$ cat src/design/sha256e_pkg.sv
`timescale 1ns / 1ps
package sha256e_pkg;

    // Bytes in one message block.
    localparam int BLOCK_BYTES = 64;
    // Width of one word and number of words in the schedule memory.
    localparam int WORD_W      = 32;
    localparam int SCHED_WORDS = BLOCK_BYTES / 4;

    // One input transfer.
    typedef struct packed {
        logic [7:0] msg_byte;
        logic       byte_present;
        logic       is_last;
    } t_in_item;

    // One digest word transfer.
    typedef struct packed {
        logic [31:0] digest_word;
        logic [2:0]  word_index;
        logic        last_word;
    } t_out_item;

    // Eight 32-bit words: a..h or the chaining state, index 0 first.
    typedef logic [7:0][WORD_W-1:0] t_wvars;

endpackage

$ cat src/design/sha256e_ram.sv
`timescale 1ns / 1ps
module sha256e_ram #(
    parameter int WIDTH = 32,
    parameter int DEPTH = 16
) (
    input  logic                     i_clk,
    input  logic                     i_we,
    input  logic [$clog2(DEPTH)-1:0] i_waddr,
    input  logic [WIDTH-1:0]         i_wdata,
    input  logic [$clog2(DEPTH)-1:0] i_raddr0,
    input  logic [$clog2(DEPTH)-1:0] i_raddr1,
    output logic [WIDTH-1:0]         o_rdata0,
    output logic [WIDTH-1:0]         o_rdata1
);

    logic [WIDTH-1:0] r_mem [DEPTH];

    // One write port and two registered read ports.
    always_ff @(posedge i_clk) begin
        if (i_we) begin
            r_mem[i_waddr] <= i_wdata;
        end
        o_rdata0 <= r_mem[i_raddr0];
        o_rdata1 <= r_mem[i_raddr1];
    end

endmodule

$ cat src/design/sha256e_round.sv
`timescale 1ns / 1ps
module sha256e_round
    import sha256e_pkg::*;
(
    input  t_wvars      i_vars,
    input  logic [5:0]  i_round,
    input  logic [31:0] i_w,
    input  logic [31:0] i_x2,
    input  logic [31:0] i_x7,
    input  logic [31:0] i_x15,
    input  logic [31:0] i_x16,
    output t_wvars      o_vars,
    output logic [31:0] o_wnext
);

    function automatic logic [31:0] rotr(input logic [31:0] x, input int unsigned n);
        return (x >> n) | (x << (32 - n));
    endfunction

    function automatic logic [31:0] round_k(input logic [5:0] t);
        logic [31:0] k;
        case (t)
            6'd0:  k = 32'h428a2f98;  6'd1:  k = 32'h71374491;
            6'd2:  k = 32'hb5c0fbcf;  6'd3:  k = 32'he9b5dba5;
            6'd4:  k = 32'h3956c25b;  6'd5:  k = 32'h59f111f1;
            6'd6:  k = 32'h923f82a4;  6'd7:  k = 32'hab1c5ed5;
            6'd8:  k = 32'hd807aa98;  6'd9:  k = 32'h12835b01;
            6'd10: k = 32'h243185be;  6'd11: k = 32'h550c7dc3;
            6'd12: k = 32'h72be5d74;  6'd13: k = 32'h80deb1fe;
            6'd14: k = 32'h9bdc06a7;  6'd15: k = 32'hc19bf174;
            6'd16: k = 32'he49b69c1;  6'd17: k = 32'hefbe4786;
            6'd18: k = 32'h0fc19dc6;  6'd19: k = 32'h240ca1cc;
            6'd20: k = 32'h2de92c6f;  6'd21: k = 32'h4a7484aa;
            6'd22: k = 32'h5cb0a9dc;  6'd23: k = 32'h76f988da;
            6'd24: k = 32'h983e5152;  6'd25: k = 32'ha831c66d;
            6'd26: k = 32'hb00327c8;  6'd27: k = 32'hbf597fc7;
            6'd28: k = 32'hc6e00bf3;  6'd29: k = 32'hd5a79147;
            6'd30: k = 32'h06ca6351;  6'd31: k = 32'h14292967;
            6'd32: k = 32'h27b70a85;  6'd33: k = 32'h2e1b2138;
            6'd34: k = 32'h4d2c6dfc;  6'd35: k = 32'h53380d13;
            6'd36: k = 32'h650a7354;  6'd37: k = 32'h766a0abb;
            6'd38: k = 32'h81c2c92e;  6'd39: k = 32'h92722c85;
            6'd40: k = 32'ha2bfe8a1;  6'd41: k = 32'ha81a664b;
            6'd42: k = 32'hc24b8b70;  6'd43: k = 32'hc76c51a3;
            6'd44: k = 32'hd192e819;  6'd45: k = 32'hd6990624;
            6'd46: k = 32'hf40e3585;  6'd47: k = 32'h106aa070;
            6'd48: k = 32'h19a4c116;  6'd49: k = 32'h1e376c08;
            6'd50: k = 32'h2748774c;  6'd51: k = 32'h34b0bcb5;
            6'd52: k = 32'h391c0cb3;  6'd53: k = 32'h4ed8aa4a;
            6'd54: k = 32'h5b9cca4f;  6'd55: k = 32'h682e6ff3;
            6'd56: k = 32'h748f82ee;  6'd57: k = 32'h78a5636f;
            6'd58: k = 32'h84c87814;  6'd59: k = 32'h8cc70208;
            6'd60: k = 32'h90befffa;  6'd61: k = 32'ha4506ceb;
            6'd62: k = 32'hbef9a3f7;  6'd63: k = 32'hc67178f2;
            default: k = 32'h0;
        endcase
        return k;
    endfunction

    logic [31:0] s_sig0, s_sig1, s_bsig0, s_bsig1, s_ch, s_maj, s_t1, s_t2;

    // Message schedule expansion for rounds sixteen onwards.
    assign s_sig0  = rotr(i_x15, 7) ^ rotr(i_x15, 18) ^ (i_x15 >> 3);
    assign s_sig1  = rotr(i_x2, 17) ^ rotr(i_x2, 19) ^ (i_x2 >> 10);
    assign o_wnext = s_sig1 + i_x7 + s_sig0 + i_x16;

    // One compression round on a..h.
    assign s_bsig1 = rotr(i_vars[4], 6) ^ rotr(i_vars[4], 11) ^ rotr(i_vars[4], 25);
    assign s_bsig0 = rotr(i_vars[0], 2) ^ rotr(i_vars[0], 13) ^ rotr(i_vars[0], 22);
    assign s_ch    = (i_vars[4] & i_vars[5]) ^ (~i_vars[4] & i_vars[6]);
    assign s_maj   = (i_vars[0] & i_vars[1]) ^ (i_vars[0] & i_vars[2])
                   ^ (i_vars[1] & i_vars[2]);
    assign s_t1    = i_vars[7] + s_bsig1 + s_ch + round_k(i_round) + i_w;
    assign s_t2    = s_bsig0 + s_maj;

    always_comb begin
        o_vars[7] = i_vars[6];
        o_vars[6] = i_vars[5];
        o_vars[5] = i_vars[4];
        o_vars[4] = i_vars[3] + s_t1;
        o_vars[3] = i_vars[2];
        o_vars[2] = i_vars[1];
        o_vars[1] = i_vars[0];
        o_vars[0] = s_t1 + s_t2;
    end

endmodule

$ cat src/design/sha256_hash_engine_unit.sv
`timescale 1ns / 1ps
// SHA-256 engine taking at most one message byte per transfer and returning the eight digest
// words, most significant first, as eight output transfers after the transfer marked is_last.
// A byte is taken only while the engine is idle. Each complete 64-byte block then holds the
// input off while it is compressed: S_INIT loads a..h, each of the 64 rounds reads the schedule
// words it needs, rounds 16 to 63 also write a new schedule word, and S_ADD adds a..h into the
// chaining state. The round time is set by the 16-word schedule memory, which has two read
// ports and one write port: a schedule update reads four words and writes one. Ending a message
// costs a set-up state, the writing of up to sixteen padding words and one or two such block
// compressions, after which the digest words leave through an output register that need not be
// empty for the next message to start.
module sha256_hash_engine_unit
    import sha256e_pkg::*;
(
    input  logic      i_clk,
    input  logic      i_rst_n,
    input  logic      i_in_valid,
    output logic      o_in_ready,
    input  t_in_item  i_in_data,
    output logic      o_out_valid,
    input  logic      i_out_ready,
    output t_out_item o_out_data
);

    localparam logic [2:0] S_IDLE   = 3'd0;
    localparam logic [2:0] S_INIT   = 3'd1;
    localparam logic [2:0] S_ROUND  = 3'd2;
    localparam logic [2:0] S_ADD    = 3'd3;
    localparam logic [2:0] S_PADSET = 3'd4;
    localparam logic [2:0] S_PAD    = 3'd5;
    localparam logic [2:0] S_OUT    = 3'd6;

    localparam logic [1:0] PH_RD0 = 2'd0;
    localparam logic [1:0] PH_RD1 = 2'd1;
    localparam logic [1:0] PH_SCH = 2'd2;
    localparam logic [1:0] PH_RND = 2'd3;

    localparam t_wvars IV = '{
        0: 32'h6a09e667, 1: 32'hbb67ae85, 2: 32'h3c6ef372, 3: 32'ha54ff53a,
        4: 32'h510e527f, 5: 32'h9b05688c, 6: 32'h1f83d9ab, 7: 32'h5be0cd19
    };

    localparam int AW = $clog2(SCHED_WORDS);

    logic [2:0]        r_state, n_state;
    logic [1:0]        r_phase, n_phase;
    logic [5:0]        r_t, n_t;
    logic [5:0]        r_fill, n_fill;
    logic [63:0]       r_len, n_len;
    logic [23:0]       r_acc, n_acc;
    t_wvars            r_ch, n_ch;
    t_wvars            r_wv, n_wv;
    logic [31:0]       r_w, n_w;
    logic [31:0]       r_x2, n_x2;
    logic [31:0]       r_x15, n_x15;
    logic              r_fin, n_fin;
    logic              r_padded, n_padded;
    logic              r_ext, n_ext;
    logic              r_padw, n_padw;
    logic [AW-1:0]     r_pw, n_pw;
    logic [2:0]        r_oidx, n_oidx;
    t_out_item         r_out, n_out;
    logic              r_ovalid, n_ovalid;

    logic              s_in_fire;
    logic              s_load_out;
    logic              s_we;
    logic [AW-1:0]     s_waddr, s_ra0, s_ra1;
    logic [WORD_W-1:0] s_wdata, s_rd0, s_rd1, s_wnext, s_padword, s_padval;
    t_wvars            s_round_vars;

    assign s_in_fire   = i_in_valid && o_in_ready;
    assign o_in_ready  = (r_state == S_IDLE);
    assign o_out_valid = r_ovalid;
    assign o_out_data  = r_out;
    assign s_load_out  = !r_ovalid || i_out_ready;

    // Schedule memory: block words and the rolling message schedule.
    sha256e_ram #(
        .WIDTH (WORD_W),
        .DEPTH (SCHED_WORDS)
    ) u_sched (
        .i_clk    (i_clk),
        .i_we     (s_we),
        .i_waddr  (s_waddr),
        .i_wdata  (s_wdata),
        .i_raddr0 (s_ra0),
        .i_raddr1 (s_ra1),
        .o_rdata0 (s_rd0),
        .o_rdata1 (s_rd1)
    );

    // Round and schedule datapath.
    sha256e_round u_round (
        .i_vars  (r_wv),
        .i_round (r_t),
        .i_w     (r_w),
        .i_x2    (r_x2),
        .i_x7    (s_rd0),
        .i_x15   (r_x15),
        .i_x16   (s_rd1),
        .o_vars  (s_round_vars),
        .o_wnext (s_wnext)
    );

    // Word holding the held tail bytes followed by the 0x80 marker byte.
    always_comb begin
        case (r_fill[1:0])
            2'd0:    s_padword = 32'h8000_0000;
            2'd1:    s_padword = {r_acc[7:0], 8'h80, 16'h0000};
            2'd2:    s_padword = {r_acc[15:0], 8'h80, 8'h00};
            default: s_padword = {r_acc[23:0], 8'h80};
        endcase
    end

    // Padding word for the current write position.
    always_comb begin
        if (r_padw) begin
            s_padval = s_padword;
        end else if (!r_ext && r_pw == AW'(SCHED_WORDS - 2)) begin
            s_padval = r_len[63:32];
        end else if (!r_ext && r_pw == AW'(SCHED_WORDS - 1)) begin
            s_padval = r_len[31:0];
        end else begin
            s_padval = '0;
        end
    end

    // Sequencer: byte packing, padding, rounds, chaining and digest output.
    always_comb begin
        n_state  = r_state;
        n_phase  = r_phase;
        n_t      = r_t;
        n_fill   = r_fill;
        n_len    = r_len;
        n_acc    = r_acc;
        n_ch     = r_ch;
        n_wv     = r_wv;
        n_w      = r_w;
        n_x2     = r_x2;
        n_x15    = r_x15;
        n_fin    = r_fin;
        n_padded = r_padded;
        n_ext    = r_ext;
        n_padw   = r_padw;
        n_pw     = r_pw;
        n_oidx   = r_oidx;
        n_out    = r_out;
        n_ovalid = r_ovalid;
        s_we     = 1'b0;
        s_waddr  = r_t[AW-1:0];
        s_wdata  = s_wnext;
        s_ra0    = r_t[AW-1:0];
        s_ra1    = r_t[AW-1:0];

        if (r_ovalid && i_out_ready) begin
            n_ovalid = 1'b0;
        end

        case (r_state)
            S_IDLE: begin
                if (s_in_fire) begin
                    if (i_in_data.byte_present) begin
                        n_acc  = {r_acc[15:0], i_in_data.msg_byte};
                        n_fill = r_fill + 6'd1;
                        n_len  = r_len + 64'd8;
                        // A word is complete on its fourth byte.
                        if (r_fill[1:0] == 2'd3) begin
                            s_we    = 1'b1;
                            s_waddr = r_fill[5:2];
                            s_wdata = {r_acc, i_in_data.msg_byte};
                        end
                    end
                    if (i_in_data.byte_present && r_fill == 6'(BLOCK_BYTES - 1)) begin
                        n_state  = S_INIT;
                        n_fin    = i_in_data.is_last;
                        n_padded = 1'b0;
                    end else if (i_in_data.is_last) begin
                        n_state = S_PADSET;
                        n_fin   = 1'b1;
                    end
                end
            end
            S_PADSET: begin
                n_pw     = r_fill[5:2];
                n_padw   = 1'b1;
                n_ext    = (r_fill >= 6'(BLOCK_BYTES - 8));
                n_padded = 1'b1;
                n_state  = S_PAD;
            end
            S_PAD: begin
                s_we    = 1'b1;
                s_waddr = r_pw;
                s_wdata = s_padval;
                n_padw  = 1'b0;
                n_pw    = r_pw + 1'b1;
                if (r_pw == AW'(SCHED_WORDS - 1)) begin
                    n_state = S_INIT;
                end
            end
            S_INIT: begin
                n_wv    = r_ch;
                n_t     = '0;
                n_phase = PH_RD0;
                n_state = S_ROUND;
            end
            S_ROUND: begin
                case (r_phase)
                    PH_RD0: begin
                        s_ra0   = (r_t[5:4] == 2'd0) ? r_t[AW-1:0] : r_t[AW-1:0] - AW'(2);
                        s_ra1   = r_t[AW-1:0] - AW'(15);
                        n_phase = PH_RD1;
                    end
                    PH_RD1: begin
                        if (r_t[5:4] == 2'd0) begin
                            n_w     = s_rd0;
                            n_phase = PH_RND;
                        end else begin
                            n_x2    = s_rd0;
                            n_x15   = s_rd1;
                            s_ra0   = r_t[AW-1:0] - AW'(7);
                            s_ra1   = r_t[AW-1:0];
                            n_phase = PH_SCH;
                        end
                    end
                    PH_SCH: begin
                        s_we    = 1'b1;
                        s_waddr = r_t[AW-1:0];
                        s_wdata = s_wnext;
                        n_w     = s_wnext;
                        n_phase = PH_RND;
                    end
                    default: begin
                        n_wv    = s_round_vars;
                        n_t     = r_t + 6'd1;
                        n_phase = PH_RD0;
                        if (r_t == 6'd63) begin
                            n_state = S_ADD;
                        end
                    end
                endcase
            end
            S_ADD: begin
                for (int i = 0; i < 8; i++) begin
                    n_ch[i] = r_ch[i] + r_wv[i];
                end
                if (!r_fin) begin
                    n_state = S_IDLE;
                end else if (!r_padded) begin
                    n_state = S_PADSET;
                end else if (r_ext) begin
                    // Extra block of zeros and the length.
                    n_ext   = 1'b0;
                    n_pw    = '0;
                    n_padw  = 1'b0;
                    n_state = S_PAD;
                end else begin
                    n_oidx  = '0;
                    n_state = S_OUT;
                end
            end
            S_OUT: begin
                if (s_load_out) begin
                    n_out.digest_word = r_ch[r_oidx];
                    n_out.word_index  = r_oidx;
                    n_out.last_word   = (r_oidx == 3'd7);
                    n_ovalid          = 1'b1;
                    n_oidx            = r_oidx + 3'd1;
                    if (r_oidx == 3'd7) begin
                        n_ch    = IV;
                        n_len   = '0;
                        n_fill  = '0;
                        n_fin   = 1'b0;
                        n_state = S_IDLE;
                    end
                end
            end
            default: begin
                n_state = S_IDLE;
            end
        endcase
    end

    // Control state and chaining state.
    always_ff @(posedge i_clk) begin
        if (!i_rst_n) begin
            r_state  <= S_IDLE;
            r_phase  <= PH_RD0;
            r_t      <= '0;
            r_fill   <= '0;
            r_len    <= '0;
            r_ch     <= IV;
            r_fin    <= 1'b0;
            r_padded <= 1'b0;
            r_ext    <= 1'b0;
            r_padw   <= 1'b0;
            r_pw     <= '0;
            r_oidx   <= '0;
            r_ovalid <= 1'b0;
        end else begin
            r_state  <= n_state;
            r_phase  <= n_phase;
            r_t      <= n_t;
            r_fill   <= n_fill;
            r_len    <= n_len;
            r_ch     <= n_ch;
            r_fin    <= n_fin;
            r_padded <= n_padded;
            r_ext    <= n_ext;
            r_padw   <= n_padw;
            r_pw     <= n_pw;
            r_oidx   <= n_oidx;
            r_ovalid <= n_ovalid;
        end
    end

    // Datapath registers.
    always_ff @(posedge i_clk) begin
        r_acc <= n_acc;
        r_wv  <= n_wv;
        r_w   <= n_w;
        r_x2  <= n_x2;
        r_x15 <= n_x15;
        r_out <= n_out;
    end

endmodule

$ cat config.mk
export PLATFORM = sky130hd
export DESIGN_NAME = sha256_hash_engine_unit
export DESIGN_NICKNAME = d
export VERILOG_FILES = /design/src/design/sha256e_pkg.sv /design/src/design/sha256e_ram.sv /design/src/design/sha256e_round.sv /design/src/design/sha256_hash_engine_unit.sv
export SDC_FILE = /design/constraint.sdc
export NUM_CORES = 2
export LEC_CHECK = 0
export BUFFER_PORTS_ARGS = -buffer_cell sky130_fd_sc_hd__buf_2
export CORE_MARGIN = 5
export CORE_UTILIZATION = 50
export DETAILED_ROUTE_END_ITERATION = 8
export PLACE_DENSITY = 0.7
export SKIP_LAST_GASP = 1
export SLEW_MARGIN = 20
export SYNTH_ARGS = -nofsm -noshare
export SYNTH_HDL_FRONTEND = slang
export SYNTH_SLANG_ARGS = --single-unit
$ cat constraint.sdc
create_clock -name i_clk -period 9.4 [get_ports i_clk]
set_input_delay 0.94 -clock i_clk [delete_from_list [all_inputs] [get_ports i_clk]]
set_output_delay 0.94 -clock i_clk [all_outputs]
set_load 0.01 [all_outputs]
==> results.txt <==
----------------------------------------------------
[Logic synthesis]
  Cell count after synthesis ... 8795
  Synth Area per Inst ... 9.82 um^2
  Portion of the post-synthesis area used by sequential elements ... 42.4%
  Synth area leader ... sky130_fd_sc_hd__edfxtp_1
  Commonest register cell after synthesis ... sky130_fd_sc_hd__edfxtp_1
  Share of Yosys cell area claimed by the top area cell type ... 32.1%
  Synth unique cells ... 95
  Yosys warns ... 0
  Count of flip-flops with a built-in enable after synthesis ... 924
  FFs w/ async S/R, synth ... 0%
  Post-synthesis sequential element count ... 1366
  Synth area leaders ... sky130_fd_sc_hd__edfxtp_1, sky130_fd_sc_hd__dfxtp_1, sky130_fd_sc_hd__nand2_1
  Combined area of all synthesized cells ... 0.0863 mm^2
  Synth Net Count ... 9409

[Worst setup path]
  Data arrival time of the critical path ... 8.65 ns
  Worst reg2reg path depth ... 29
  Critical-path top delay cell ... sky130_fd_sc_hd__edfxtp_1
  End of the worst register-to-register path ... r_wv[31]$_DFFE_PP_
  Startpoint of the lowest-slack register-to-register path ... r_wv[135]$_DFFE_PP_
  Flop-to-flop setup slack ... 1.25 ns
  Critical path type ... register to register
  Cell type with the highest occurrence count on the critical path ... sky130_fd_sc_hd__fa_1
  Critical path peak fanout ... 6
  Endpoint of the worst setup timing path ... r_wv[31]$_DFFE_PP_
  Worst Setup SP ... r_wv[135]$_DFFE_PP_
  Crit. End Element ... register
  Required arrival time at the worst endpoint ... 9.90 ns
  Largest stage delay on the critical path ... 0.56 ns
  Type of origin of the critical path ... register

[Power and ir drop]
  Power per cell area ... 365 mW/mm^2
  Leakage dissipation ... 36.7 nW
  Maximum vdd ir drop ... 0.444 mV

[Timing]
  Setup clock skew after layout ... 0.0657 ns
  Pin slew with the least headroom to its limit ... 1.21 ns
  Achievable Freq ... 0.123 GHz
  Final number of max-transition violations ... 0
  Min Hold Slack ... 0.354 ns
  Worst rel slew slack ... 18.2%
  Post-Route Setup TNS ... 0 ns
  Post-layout min period ... 8.15 ns
  Unrepaired setup endpoints after global routing ... no
  Final Cycle Share ... 86.7%
  Total of endpoints with negative setup slack in the final report ... 0
  Hold violation total from the final report ... 0

[Clock tree]
  Number of buffers created by CTS ... 153
  Root buffer cell ... sky130_fd_sc_hd__clkbuf_16
  Number of hold-repair buffers added at the cts stage ... 0
  Resized cells post-CTS ... 0
  Number of sinks on the clock net ... 1366
  Clock latency on the worst-skew pair ... 0.83 ns
  CTS tree ... yes
  CTS H-tree lvls ... 4
  Max Root-Sink Buffers ... 3
  CTS clk-pin slew, worst paths ... 0.06 ns
  Buffer count from post-CTS setup fixing ... 0

[Status]
  Run status ... complete, no violations

[Route]
  Routed via count divided by cell count ... 6.29
  Detailed-route wire length ... 293 mm
  DR WL/cell ... 26.5 um
  Residual DRC ... 0
  DR iter-0 viols ... 8108
  DRT Pass-1 Iters ... 7
  Total number of vias ... 69500
  Number of nets with antenna violations after routing ... 0

[Job]
  Max-Cap Viols ... 0

[Cells and area]
  Leading cell type in the layout, fill and taps excluded ... sky130_fd_sc_hd__nand2_1
  Final instance area ... 0.0942 mm^2
  Register area ... 0.0366 mm^2
  Area growth, synth to finish ... 9.12%
  Most used cells in the layout excluding fill and tap cells ... sky130_fd_sc_hd__nand2_1, sky130_fd_sc_hd__edfxtp_1, sky130_fd_sc_hd__inv_1
  Area of the multi-input gates ... 0.0461 mm^2
  Nets@finish ... 9220
  Share of final-layout standard cells stronger than drive strength 1 ... 8.95%
  Post-layout utilization of the core ... 54.9%
  Fillers ... 14800

[Hold path]
  Path class of the lowest-slack min-delay path ... input port to register

[Floorplan]
  Io pins ... 52
  Core outline area ... 0.172 mm^2
  Initial core utilization ... 50.3%
  Floorplan die width ... 426 um
  Total number of placement rows ... 152
  Die Outline Area ... 0.181 mm^2
  Die Y-Extent ... 426 um

[Global routing]
  Total grt overflow ... 0
  Antenna violations before repair ... 10
  Pin count of the biggest net entering global routing ... 180
  GRT Util Overall ... 31.4%
  Wire length of the first global-routing pass ... 430 mm
  Vias in the first global route ... 67700

[Placement]
  Area post-placement ... 0.0889 mm^2
  Gpl congestion ... 1.01
  Detailed-placement wirelength estimate ... 202 mm
  Port buffer count ... 51

----------------------------------------------------
==> cell usage after synthesis (18+ instances only) <==
| cell type | n |
|---|---|
| sky130_fd_sc_hd__o21ai_0 | 497 |
| sky130_fd_sc_hd__or3_1 | 41 |
| sky130_fd_sc_hd__o211ai_1 | 40 |
| sky130_fd_sc_hd__a21boi_0 | 33 |
| sky130_fd_sc_hd__mux4_2 | 224 |
| sky130_fd_sc_hd__a21o_1 | 222 |
| sky130_fd_sc_hd__fa_1 | 195 |
| sky130_fd_sc_hd__a311oi_1 | 108 |
| sky130_fd_sc_hd__a22oi_1 | 39 |
| sky130_fd_sc_hd__mux2i_1 | 50 |
| sky130_fd_sc_hd__nand4_1 | 47 |
| sky130_fd_sc_hd__dfxtp_1 | 442 |
| sky130_fd_sc_hd__nand2_1 | 1580 |
| sky130_fd_sc_hd__xor2_1 | 271 |
| sky130_fd_sc_hd__mux2_2 | 45 |
| sky130_fd_sc_hd__buf_1 | 57 |
| sky130_fd_sc_hd__o22ai_1 | 57 |
| sky130_fd_sc_hd__clkbuf_1 | 409 |
| sky130_fd_sc_hd__a22o_1 | 18 |
| sky130_fd_sc_hd__ha_1 | 405 |
| sky130_fd_sc_hd__a211oi_1 | 52 |
| sky130_fd_sc_hd__xnor2_1 | 335 |
| sky130_fd_sc_hd__a31oi_1 | 89 |
| sky130_fd_sc_hd__nand3_1 | 273 |
| sky130_fd_sc_hd__and3_1 | 119 |
| sky130_fd_sc_hd__o31ai_1 | 30 |
| sky130_fd_sc_hd__nand2b_1 | 59 |
| sky130_fd_sc_hd__o21bai_1 | 45 |
| sky130_fd_sc_hd__nor3_1 | 127 |
| sky130_fd_sc_hd__nor2_1 | 412 |
| sky130_fd_sc_hd__and2_1 | 60 |
| sky130_fd_sc_hd__inv_1 | 536 |
| sky130_fd_sc_hd__o21a_1 | 48 |
| sky130_fd_sc_hd__edfxtp_1 | 924 |
| sky130_fd_sc_hd__buf_2 | 40 |
| sky130_fd_sc_hd__a221oi_1 | 32 |
| sky130_fd_sc_hd__nor2b_1 | 87 |
| sky130_fd_sc_hd__a21oi_1 | 470 |
==> power by group <==
group / internal (mW) / leakage [nW] / switching, mW
clock: 3.61 / 2.59 / 2.67
combinational: 7.58 / 22.4 / 12.1
sequential: 8.01 / 11.7 / 0.401
total: 19.2 / 36.7 / 15.2
==> worst min path at each step <==
stage / from / to / slack, ns / depth (start not counted)
6_report: i_in_data[2] / r_acc[0]$_DFFE_PP_ / 0.35 / 1
5_1_grt: i_in_data[2] / r_acc[0]$_DFFE_PP_ / 0.33 / 1
4_1_cts: i_in_data[2] / r_acc[0]$_DFFE_PP_ / 0.32 / 1
3_5_place_dp: u_sched.o_rdata0[6]$_DFF_P_ / r_x2[6]$_DFFE_PP_ / 0.42 / 0
3_3_place_gp: u_sched.o_rdata0[6]$_DFF_P_ / r_x2[6]$_DFFE_PP_ / 0.41 / 0
2_1_floorplan: u_sched.o_rdata1[10]$_DFF_P_ / r_x15[10]$_DFFE_PP_ / 0.41 / 0
==> worst max-delay path, delay by kind of cell (launching register included) <==
kind            cells  cell delay, ns
simple gates        3            0.62
compound gates     12            2.99
mux                 2            0.42
buf+inv             3            0.21
fa+ha+maj           6            2.50
flops               1            0.56
xor+xnor            3            0.54
==> metrics by stage <==
stage	worst slack (ns)	cells	power, mW
2_1_floorplan	0.763	8795	22.5
3_3_place_gp	1.38	10800	27.4
3_5_place_dp	1.32	10800	27.8
4_1_cts	1.26	11000	34.2
5_1_grt	0.909	11000	36.5
6_report	1.25	11100	34.4
==> per-layer routing <==
metal	wire length [um]	vias to the layer above	share of wire, %	track usage [%]
met5	63	-	0.022	0
met1	110000	33700	38	39.3
met4	19500	10	6.7	17.7
li1	-	31100	-	-
met2	137000	3828	47	51.8
met3	26300	847	9.0	5.44
==> state kept, by name (all words and copies together), names as in the netlist, 24 cells and up, named ones only <==
register / cells
r_w: 32
u_sched.r_mem: 512
r_len: 61
u_sched.o_rdata0: 32
r_x15: 32
r_wv: 256
u_sched.o_rdata1: 32
o_out_data: 36
r_ch: 256
r_acc: 24
r_x2: 32
==> cell families after synthesis <==
group,share of synthesized area [%]
DFF,42.4
buffers and inverters,4.63
AOI/OAI and AO/OA,14.6
muxes,7.01
xor gates and xnor gates,6.17
adders and majority gates,10.4
and+or+nand+nor,14.7
==> final cells by class <==
cell class	instances	area share (%)
clock buffer	215	4.65
sequential	1366	38.9
clock inverter	73	0.999
tap	2310	3.07
antenna	3	0.00797
multi-input combinational	6380	48.9
inverter	540	2.16
timing repair buffer	165	1.32
Power figures use the tool's default switching activity.
